<file path="config.mk">
export PLATFORM = sky130hd
export DESIGN_NAME = sorted_list_insert_remove_top
export DESIGN_NICKNAME = d
export VERILOG_FILES = /design/src/slir_pkg.sv /design/src/slir_cell.sv /design/src/sorted_list_insert_remove_top.sv
export VERILOG_INCLUDE_DIRS = /design/src /design/src/src
export SDC_FILE = /design/constraint.sdc
export NUM_CORES = 2
export LEC_CHECK = 0
export BUFFER_PORTS_ARGS = -buffer_cell sky130_fd_sc_hd__buf_4
export CORE_MARGIN = 2
export CORE_UTILIZATION = 45
export DETAILED_ROUTE_END_ITERATION = 7
export PLACE_DENSITY = 0.69
export SETUP_SLACK_MARGIN = 0.2
export SYNTH_ARGS = -nofsm -noshare
export SYNTH_HDL_FRONTEND = slang
export SYNTH_SLANG_ARGS = --single-unit
</file>
<file path="constraint.sdc">
create_clock -name clk -period 8.2 [get_ports clk]
set_clock_uncertainty 0.05 [all_clocks]
set_input_delay 0.82 -clock clk [delete_from_list [all_inputs] [get_ports clk]]
set_output_delay 0.82 -clock clk [all_outputs]
set_load 0.005 [all_outputs]
</file>
<file path="src/assert_macros.svh">
// ----------------------------------------------------------------------------
// Assertion macros
// Shared concurrent assertion wrappers for the RTL in this folder.
// ----------------------------------------------------------------------------
`ifndef ASSERT_MACROS_SVH
`define ASSERT_MACROS_SVH

// Checked on every rising clock edge, suspended while reset is asserted.
`define ASSERT_CLK(name, clk, rst_n, prop) \
	name: assert property (@(posedge clk) disable iff (!rst_n) (prop)) \
		else $error("assertion failed");

// Checked on every rising clock edge, including during reset.
`define ASSERT_ALWAYS(name, clk, prop) \
	name: assert property (@(posedge clk) (prop)) \
		else $error("assertion failed");

`endif

</file>
<file path="src/slir_pkg.sv">
// ----------------------------------------------------------------------------
// Sorted list package
// Sizes, operation and status codes, and the structs passed between cells.
// ----------------------------------------------------------------------------
`default_nettype none

package slir_pkg;

	// Number of cells in the chain and width of one stored value.
	localparam int CAPACITY    = 16;
	localparam int VALUE_WIDTH = 32;

	// Internal entry counter, able to hold CAPACITY itself.
	localparam int CNT_W = $clog2(CAPACITY + 1);

	// Widths of the result fields on the output stream; tdata is padded to bytes.
	localparam int COUNT_FIELD_W  = 5;
	localparam int STATUS_FIELD_W = 2;
	localparam int M_TDATA_W      = ((COUNT_FIELD_W + VALUE_WIDTH + 1 + 7) / 8) * 8;

	typedef enum logic {
		OP_INSERT = 1'b0,
		OP_REMOVE = 1'b1
	} op_t;

	typedef enum logic [STATUS_FIELD_W-1:0] {
		ST_OK        = 2'd0,
		ST_FULL      = 2'd1,
		ST_NOT_FOUND = 2'd2,
		ST_EMPTY     = 2'd3
	} status_t;

	// Command broadcast to every cell in the chain.
	typedef struct packed {
		logic                   ins;
		logic                   rem;
		logic [VALUE_WIDTH-1:0] value;
	} slir_cmd_t;

	// What a cell shows to its neighbors.
	typedef struct packed {
		logic                   valid;
		logic                   lt;
		logic [VALUE_WIDTH-1:0] value;
	} slir_link_t;

endpackage

`default_nettype wire

</file>
<file path="src/slir_cell.sv">
// ----------------------------------------------------------------------------
// Sorted list cell
// Holds one entry, compares it with the request value and shifts with its
// neighbors on insert and remove.
// ----------------------------------------------------------------------------
`default_nettype none

module slir_cell (
	input  logic                clk,
	input  logic                arst_n,
	input  slir_pkg::slir_cmd_t  cmd,
	input  slir_pkg::slir_link_t left,
	input  slir_pkg::slir_link_t right,
	input  logic                seen_in,
	output slir_pkg::slir_link_t link,
	output logic                seen_out
);
	import slir_pkg::*;

	logic                   valid_q;
	logic [VALUE_WIDTH-1:0] entry_q;
	logic                   eq;
	logic                   take_left;
	logic                   take_new;
	logic                   take_right;

	// Compare the held entry with the request value.
	assign link.valid = valid_q;
	assign link.lt    = valid_q && ($signed(entry_q) < $signed(cmd.value));
	assign link.value = entry_q;
	assign eq         = valid_q && (entry_q == cmd.value);

	// The first equal entry and everything above it move down on a remove.
	assign seen_out = seen_in | eq;

	// Entries not smaller than the value move up; the lowest of them takes it.
	assign take_new   = cmd.ins && !link.lt && left.lt;
	assign take_left  = cmd.ins && !link.lt && !left.lt;
	assign take_right = cmd.rem && seen_out;

	// Occupancy of this cell.
	always_ff @(posedge clk or negedge arst_n) begin
		if (!arst_n) begin
			valid_q <= 1'b0;
		end else if (take_new) begin
			valid_q <= 1'b1;
		end else if (take_left) begin
			valid_q <= left.valid;
		end else if (take_right) begin
			valid_q <= right.valid;
		end
	end

	// Stored value.
	always_ff @(posedge clk) begin
		if (take_new) begin
			entry_q <= cmd.value;
		end else if (take_left) begin
			entry_q <= left.value;
		end else if (take_right) begin
			entry_q <= right.value;
		end
	end

endmodule

`default_nettype wire

</file>
<file path="src/sorted_list_insert_remove_top.sv">
// ----------------------------------------------------------------------------
// Sorted list insert and remove
// Keeps up to CAPACITY signed values in ascending order in a chain of cells.
// ----------------------------------------------------------------------------
//
// Channel   Dir   tdata (low bit up)                        tuser
// s_axis    in    value[31:0]                               op
// m_axis    out   count[4:0] smallest[36:5] empty_res[37]   status
//
// One request is taken per cycle while the result register can be refilled;
// its result is registered and offered on the cycle after acceptance. The
// rate is set by the compare-and-shift in every cell and the found chain
// that runs through the cells for a remove.
// Reset clears all cell valid bits and the count at once; no clearing pass.
// s_axis_tready is high while the result register is empty or being taken.
// ----------------------------------------------------------------------------
`default_nettype none

`include "assert_macros.svh"

module sorted_list_insert_remove_top (
	input  logic                          clk,
	input  logic                          arst_n,
	input  logic                          s_axis_tvalid,
	output logic                          s_axis_tready,
	input  logic [slir_pkg::VALUE_WIDTH-1:0] s_axis_tdata, // value
	input  logic                          s_axis_tuser, // op
	output logic                          m_axis_tvalid,
	input  logic                          m_axis_tready,
	output logic [slir_pkg::M_TDATA_W-1:0] m_axis_tdata, // count, smallest, empty_res
	output logic [slir_pkg::STATUS_FIELD_W-1:0] m_axis_tuser // status
);
	import slir_pkg::*;

	localparam int PAD_W = M_TDATA_W - COUNT_FIELD_W - VALUE_WIDTH - 1;

	logic                   s_acc;
	op_t                    op;
	logic [CNT_W-1:0]       count_q;
	logic [CNT_W-1:0]       count_d;
	logic                   full;
	logic                   found;
	status_t                status_d;
	logic [VALUE_WIDTH-1:0] small_d;
	slir_cmd_t              cmd;
	slir_link_t             links [CAPACITY];
	slir_link_t             lefts [CAPACITY];
	slir_link_t             rights [CAPACITY];
	logic                   seen [CAPACITY+1];
	logic [CAPACITY-1:0]    valid_vec;

	logic                   m_valid_q;
	status_t                m_status_q;
	logic [CNT_W-1:0]       m_count_q;
	logic [VALUE_WIDTH-1:0] m_small_q;
	logic                   m_empty_q;

	// Handshake: take a request while the result register can be refilled.
	assign s_axis_tready = !m_valid_q || m_axis_tready;
	assign s_acc         = s_axis_tvalid && s_axis_tready;
	assign op            = op_t'(s_axis_tuser);

	assign full  = (count_q == CNT_W'(CAPACITY));
	assign found = seen[CAPACITY];

	// Command broadcast to the cells; dropped requests change nothing.
	assign cmd.ins   = s_acc && (op == OP_INSERT) && !full;
	assign cmd.rem   = s_acc && (op == OP_REMOVE) && found;
	assign cmd.value = s_axis_tdata;

	// Chain of cells with boundary links at both ends.
	assign seen[0] = 1'b0;

	genvar gi;
	generate
		for (gi = 0; gi < CAPACITY; gi++) begin : g_cell
			if (gi == 0) begin : g_first
				assign lefts[gi] = '{valid: 1'b1, lt: 1'b1, value: s_axis_tdata};
			end else begin : g_mid
				assign lefts[gi] = links[gi-1];
			end
			if (gi == CAPACITY - 1) begin : g_last
				assign rights[gi] = '{valid: 1'b0, lt: 1'b0, value: '0};
			end else begin : g_inner
				assign rights[gi] = links[gi+1];
			end
			assign valid_vec[gi] = links[gi].valid;

			slir_cell u_cell (
				.clk      (clk),
				.arst_n   (arst_n),
				.cmd      (cmd),
				.left     (lefts[gi]),
				.right    (rights[gi]),
				.seen_in  (seen[gi]),
				.link     (links[gi]),
				.seen_out (seen[gi+1])
			);
		end
	endgenerate

	// Status and next count for the request at the port.
	always_comb begin
		status_d = ST_OK;
		count_d  = count_q;
		priority if (op == OP_INSERT) begin
			if (full) begin
				status_d = ST_FULL;
			end else begin
				count_d = count_q + CNT_W'(1);
			end
		end else if (count_q == '0) begin
			status_d = ST_EMPTY;
		end else if (!found) begin
			status_d = ST_NOT_FOUND;
		end else begin
			count_d = count_q - CNT_W'(1);
		end
	end

	// Smallest entry once the request has been applied.
	always_comb begin
		small_d = links[0].value;
		if (count_d == '0) begin
			small_d = '0;
		end else if (cmd.ins && !links[0].lt) begin
			small_d = s_axis_tdata;
		end else if (cmd.rem && seen[1]) begin
			small_d = links[1].value;
		end
	end

	// Entry count.
	always_ff @(posedge clk or negedge arst_n) begin
		if (!arst_n) begin
			count_q <= '0;
		end else if (s_acc) begin
			count_q <= count_d;
		end
	end

	// Result register valid.
	always_ff @(posedge clk or negedge arst_n) begin
		if (!arst_n) begin
			m_valid_q <= 1'b0;
		end else if (s_acc) begin
			m_valid_q <= 1'b1;
		end else if (m_axis_tready) begin
			m_valid_q <= 1'b0;
		end
	end

	// Result register payload.
	always_ff @(posedge clk) begin
		if (s_acc) begin
			m_status_q <= status_d;
			m_count_q  <= count_d;
			m_small_q  <= small_d;
			m_empty_q  <= (count_d == '0);
		end
	end

	assign m_axis_tvalid = m_valid_q;
	assign m_axis_tuser  = m_status_q;
	assign m_axis_tdata  = {{PAD_W{1'b0}}, m_empty_q, m_small_q, COUNT_FIELD_W'(m_count_q)};

	// Checks on the chain and the counter.
	`ASSERT_CLK(a_count_matches_cells, clk, arst_n, $countones(valid_vec) == 32'(count_q))
	`ASSERT_CLK(a_cells_fill_from_head, clk, arst_n, ((valid_vec + 1'b1) & valid_vec) == '0)
	`ASSERT_CLK(a_insert_grows, clk, arst_n, cmd.ins |=> (count_q == $past(count_q) + 1'b1))
	`ASSERT_CLK(a_empty_flag_status, clk, arst_n, (m_valid_q && m_status_q == ST_EMPTY) |-> m_empty_q)

endmodule

`default_nettype wire

</file>
; ---- After elaboration in Yosys (flattened, before gate mapping)
; Cells that the tools add are included.
[word_totals]
reg_bits = 574
latch_bits = 0
ramBits = 0
mem_bits_ro = 0
in_bits = 37
output_inout_bits = 44
word_cells = 330
memories = 0
[op_classes]
addsub = 2
n_mul = 0
div_mod_pow = 0
order_cmp = 16
n_eq_ne = 17
shifts = 0
mux = 104
bitwise_logic = 16
n_reduce_logical = 137
[op_table]
columns = operator, count
row1 = two-way mux 32 bit, 47
row2 = equality test 32 bit, 16
row3 = < comparator 32 bit, 16
row4 = logical AND 1 bit, 99
row5 = two-way mux 1 bit, 50
row6 = nonzero test 3 bit, 15
row7 = two-way mux 5 bit, 4
row8 = zero test 1 bit, 18
row9 = OR 1 bit, 15
row10 = zero test 5 bit, 2
row11 = two-way mux 2 bit, 3
row12 = adder 5 x 1 -> 5 bit (second input constant), 1
row13 = equality test 5 bit (second input constant), 1
row14 = subtractor 5 x 1 -> 5 bit (second input constant), 1
row15 = nonzero test 2 bit, 2
row16 = logical OR 1 bit, 1
row17 = inverter 1 bit, 1

; ---- Longest topological paths before layout
[logic_depth]
word_depth = 22
depth_mapped = 15
ltp_nobuf = 11

; ---- Cells and area by module
; Synthesis repeated with hierarchy kept, for this count alone.
[unflattened]
hier_cells = 3956
area_unflattened_um2 = 47304.1
[by_module_without_submodules]
columns = module, instances, cells_per_inst, area_each_um2, seq_area_each_um2
row1 = slir_cell, 16, 233, 2791.4, 985.9
row2 = sorted_list_insert_remove_top, 1, 228, 2641.3, 1351.3

; ---- Worst setup path after synthesis
; OpenSTA, ideal clock, no wires.
[synth_path]
kind = in2reg
startpoint = in s_axis_tdata[13] in the netlist's numbering
endpoint = reg g_cell[1].u_cell.entry_q[0] (enable)
setup_ns = 0.466
t_arrival_ns = 5.740
required_ns = 7.684
path_slack_ns = 1.944
stages = 13
path_buffers = 3
cell_sequence = clkbuf_1 -> inv_1 -> ha_1 -> a21o_1 -> a21o_1 -> a21oi_1 -> nor3_1 -> o41a_1 -> nor4_1 -> mux2i_1 -> buf_2 -> clkbuf_1 -> o21ai_0
[synth_via]
elab_chain_len = 20
elab_cells_between_ends = 59
classes_between = 2 x order compare / 16 x eq/ne / 15 x bitwise / 26 x reduce/logical
[synth_rtl]
columns = item, line_no
row1 = "start, declared", sorted_list_insert_remove_top.sv:26  ; input logic [slir_pkg::VALUE_WIDTH-1:0] s_axis_tdata,
row2 = equality test 32 bit, slir_cell.sv:31  ; assign eq = valid_q && (entry_q == cmd.value);
row3 = logical AND 1 bit, slir_cell.sv:31
row4 = OR 1 bit (15 in a row), slir_cell.sv:34  ; assign seen_out = seen_in | eq;
row5 = logical AND 1 bit, sorted_list_insert_remove_top.sv:68  ; assign cmd.rem = s_acc && (op == OP_REMOVE) && found;
row6 = logical AND 1 bit, slir_cell.sv:39  ; assign take_right = cmd.rem && seen_out;
row7 = nonzero test 3 bit (no line) (*), -
row8 = "end signal, assigned", slir_cell.sv:57  ; entry_q <= cmd.value;
row9 = "end signal, assigned", slir_cell.sv:59  ; entry_q <= left.value;
row10 = "end signal, assigned", slir_cell.sv:61  ; entry_q <= right.value;
row11 = "end, declared", slir_cell.sv:21  ; logic [VALUE_WIDTH-1:0] entry_q;
; Every way passes the cells marked *; elsewhere a longest branch is shown, timed or not.
; A chain may end at the register's enable or synchronous reset.

; ---- Worst setup path in the final report
[layout_path]
startpoint = in s_axis_tdata[10] in the netlist's numbering
endpoint = reg g_cell[13].u_cell.entry_q[29] (enable)
[layout_via]
elab_chain_len = 20
elab_cells_between_ends = 59
classes_between = 2 x order compare / 16 x eq/ne / 15 x bitwise / 26 x reduce/logical
[layout_rtl]
columns = item, line_no
row1 = equality test 32 bit, slir_cell.sv:31
row2 = logical AND 1 bit, slir_cell.sv:31
row3 = OR 1 bit (15 in a row), slir_cell.sv:34
row4 = logical AND 1 bit, sorted_list_insert_remove_top.sv:68
row5 = logical AND 1 bit, slir_cell.sv:39
row6 = nonzero test 3 bit (no line) (*), -
row7 = "end signal, assigned", slir_cell.sv:57
row8 = "end signal, assigned", slir_cell.sv:59
row9 = "end signal, assigned", slir_cell.sv:61
row10 = "end, declared", slir_cell.sv:21
; Marked as above.

==> results by group <==
Drt
  – Vias per cell: 6.50
  – 1st-iter DRT viols: about 4000
  – DR WL/cell: 25.7 microns
  – Remaining antenna violation count: 0
  – DR pass1 iterations: 8
  – # DRC: 0
  – Routed via count: 34500
  – Detailed Route WL: 136000 microns

Synth
  – XOR/XNOR Fraction of Synth Area: 0.000411
  – Largest area contributor in the netlist: edfxtp_1
  – Synthesized area per cell: 10.6 sq um
  – Sequential fraction of the synthesis area: 0.394
  – Asr flop ratio synth: 0.0383
  – Area contributors post-synth: edfxtp_1 37%, ha_1 15%, mux2_2 8.6%
  – Seq cells post-synth: between 500 and 600
  – Top cell type's share of synthesized area: 0.366
  – Dominant synthesized flop cell: edfxtp_1
  – Synth Instances: 4019
  – Multiplexer share of the synthesized area: 0.144
  – Adder-Cell Fraction of Synth Area: 0.151
  – Synth unique cells: 85
  – Compound-Gate Fraction of Synth Area: 0.172
  – YS warnings: 0
  – Number of flops mapped to enable cells by yosys: 520
  – Post-Synth Simple-Gate Area: 0.105
  – Synth Cell Area: 0.0426 sq mm
  – Largest family of logic cells by synthesized area: compound AO/OA/AOI/OAI gates

Clock tree
  – Clock tree buffer depth: 3
  – CTS Hold Bufs: 0
  – Max H-tree Level: 3
  – Post-cts gate resize count: 0
  – CTS tree: built
  – # clock sinks: 574
  – Worst-Skew Late Latency: 0.62 ns
  – CTS root buffer: clkbuf_16
  – Clock buffer count from CTS: 70
  – Post-CTS Setup Repair Bufs: 0
  – CTS clock-pin slew for the worst setup and hold paths: roughly 0.060 ns

Die
  – Die X: about 310 microns
  – Die height: 312 microns
  – CORE AREA: 0.0936 sq mm
  – Num rows: 112
  – Die Footprint: 0.0972 sq mm
  – I/O pins: between 80 and 90
  – Initial core utilization: 0.455

STA
  – Final setup fails: 0
  – Fmax: ~180 MHz
  – Final worst-path cycle share: 0.682
  – Fin crit period: approximately 5.6 ns
  – Slew Limit Headroom: 0.136
  – RSZ-0062 raised after global routing: false
  – Total negative slack: 0 ns
  – Worst slew pin tran: between 1 and 1.5 ns
  – Hold Vio Cnt, Final: 0
  – Pins Over Slew Limit: 0

Finish
  – Commonest non-fill, non-tap cell in the layout: edfxtp_1
  – Most frequent cells in the layout: 520 x edfxtp_1, 514 x ha_1, 429 x a21oi_1
  – Fillers: 8411
  – Final net count: 4541
  – Layout cells sized above 1: 0.163
  – Area grow syn2layout: 10.2%

Setup path
  – Crit Path Max Fanout: 33
  – Startpoint types: input pin
  – Reg2reg path depth: 12
  – Critical path class: in2reg
  – Required time of the critical path: 8.40 ns
  – Worst Setup End Kind: flop
  – R2R Setup Slk: 3.05 ns
  – Reg2reg start: g_cell[4].u_cell.entry_q[25]
  – Data arrival time of the worst path: 5.79 ns
  – Worst R2R End: g_cell[4].u_cell.entry_q[24]

Min path
  – Worst min path class: in2async

Global route
  – Initial antenna violation count: 2
  – Vias in the first global route: 33600
  – Total track usage: 0.272
  – Overflow left after global routing: 0
  – Pin count of the biggest net entering global routing: 100
  – First-pass GRT wire length: 207000 microns

Pwr
  – Sequential power share: 0.386
  – Internal power: roughly 7.1 mW
  – Pleak: 18.9 nW
  – Combinational Power Share: 0.307
  – Power, Total: 10.7 mW
  – Switching part of the total: 0.338
  – Clk pwr share: 0.307
  – VDD IR max: 129 uV
  – NetSw: 3.61 mW
  – Pwr dens: about 230 mW/mm^2

Status
  – Status: finished, final reports clean

Place
  – DP Wirelength: a little over 100000 microns
  – IO Port Bufs: 78
  – Final GP Congestion: 1.00

Flow run
  – Max-Cap Viols: 0
[critical path, cell delays in order]
cell      delay [ns]
buf_4           0.18
inv_1           0.66
ha_1            0.37
a21o_1          0.16
a21o_1          0.17
a221oi_1        0.41
o211ai_1        0.16
and2_2          0.51
o21ai_4         1.02
nand3_2         0.38
buf_4           0.33
nand2_1         0.08
buf_4           0.48
[registers in the layout (all words and copies together) (netlist names)]
register / count
g_cell.u_cell.valid_q: 16
m_axis_tvalid: 1
g_cell.u_cell.entry_q: 512
m_small_q: 32
m_axis_tuser: 2
count_q: 5
m_empty_q: 1
m_count_q: 5
[Yosys cell counts (all sizes together) (91+ instances only)]
cell type / number
nand4: 105
nor2: 159
nand2: 144
a21o: 139
clkbuf: 214
nor3: 91
nand3: 152
mux2i: 247
a21oi: 429
a31oi: 103
mux2: 327
edfxtp: 520
ha: 514
o21ai: 175
[metal layers]
layer	GRT usage	wire length [microns]
met3	0.0385	10700
met1	0.352	55200
met2	0.445	63000
met5	0	0
met4	0.138	7450
[worst max-delay path by stage]
stage,end,slack (ns),cells after the start,startpoint
after detailed placement,g_cell[13].u_cell.entry_q[29],2.09,13,s_axis_tdata[10]
after global routing,g_cell[4].u_cell.entry_q[25],2.40,14,s_axis_tdata[17]
after global placement,g_cell[13].u_cell.entry_q[27],2.12,13,s_axis_tdata[10]
final,g_cell[13].u_cell.entry_q[29],2.61,13,s_axis_tdata[10]
after CTS,g_cell[13].u_cell.entry_q[22],2.71,13,s_axis_tdata[10]
after floorplan,g_cell[1].u_cell.entry_q[0],1.94,13,s_axis_tdata[13]
[through the flow]
stage               std cells  hold slack, ns  cell area, sq um   util  setup slack, ns
floorplan                4020           0.467             42600      -             1.94
global placement         5172           0.501             44600  0.477             2.12
detailed placement       5172           0.505             44600  0.477             2.09
CTS                      5298          0.0945             47000  0.502             2.71
global route             5300           0.111             47000  0.502             2.40
finish                   5300          0.0998             47000  0.502             2.61
[cell families after synthesis]
kind of cell / Yosys count
AOI/OAI and AO/OA: 1155
xor gates and xnor gates: 2
adders and majority gates: 514
buffers and inverters: 345
DFF: 574
muxes: 574
other: 1
and+or+nand+nor: 854
[power groups by stage]
| stage | Combinational, mW | Sequential, mW | Clock, mW |
|---|---|---|---|
| after floorplan | 2.34 | 3.98 | 0 |
| after global placement | 3.15 | 4.17 | 0 |
| after detailed placement | 3.23 | 4.17 | 0 |
| after CTS | 3.24 | 4.12 | 3.31 |
| after global routing | 3.59 | 4.16 | 3.42 |
| final | 3.28 | 4.13 | 3.28 |
[final cells by class]
type,count,area (sq um),area share
Clock buffer,96,1990,0.0425
Clock inverter,30,367,0.00780
Timing Repair Buffer,170,1290,0.0274
Antenna cell,2,5.00,0.000107
Sequential cell,574,16800,0.358
Tap cell,1254,1570,0.0334
Inverter,73,274,0.00583
Multi-Input combinational cell,3101,24700,0.525
(Power assumes the default switching activity.)
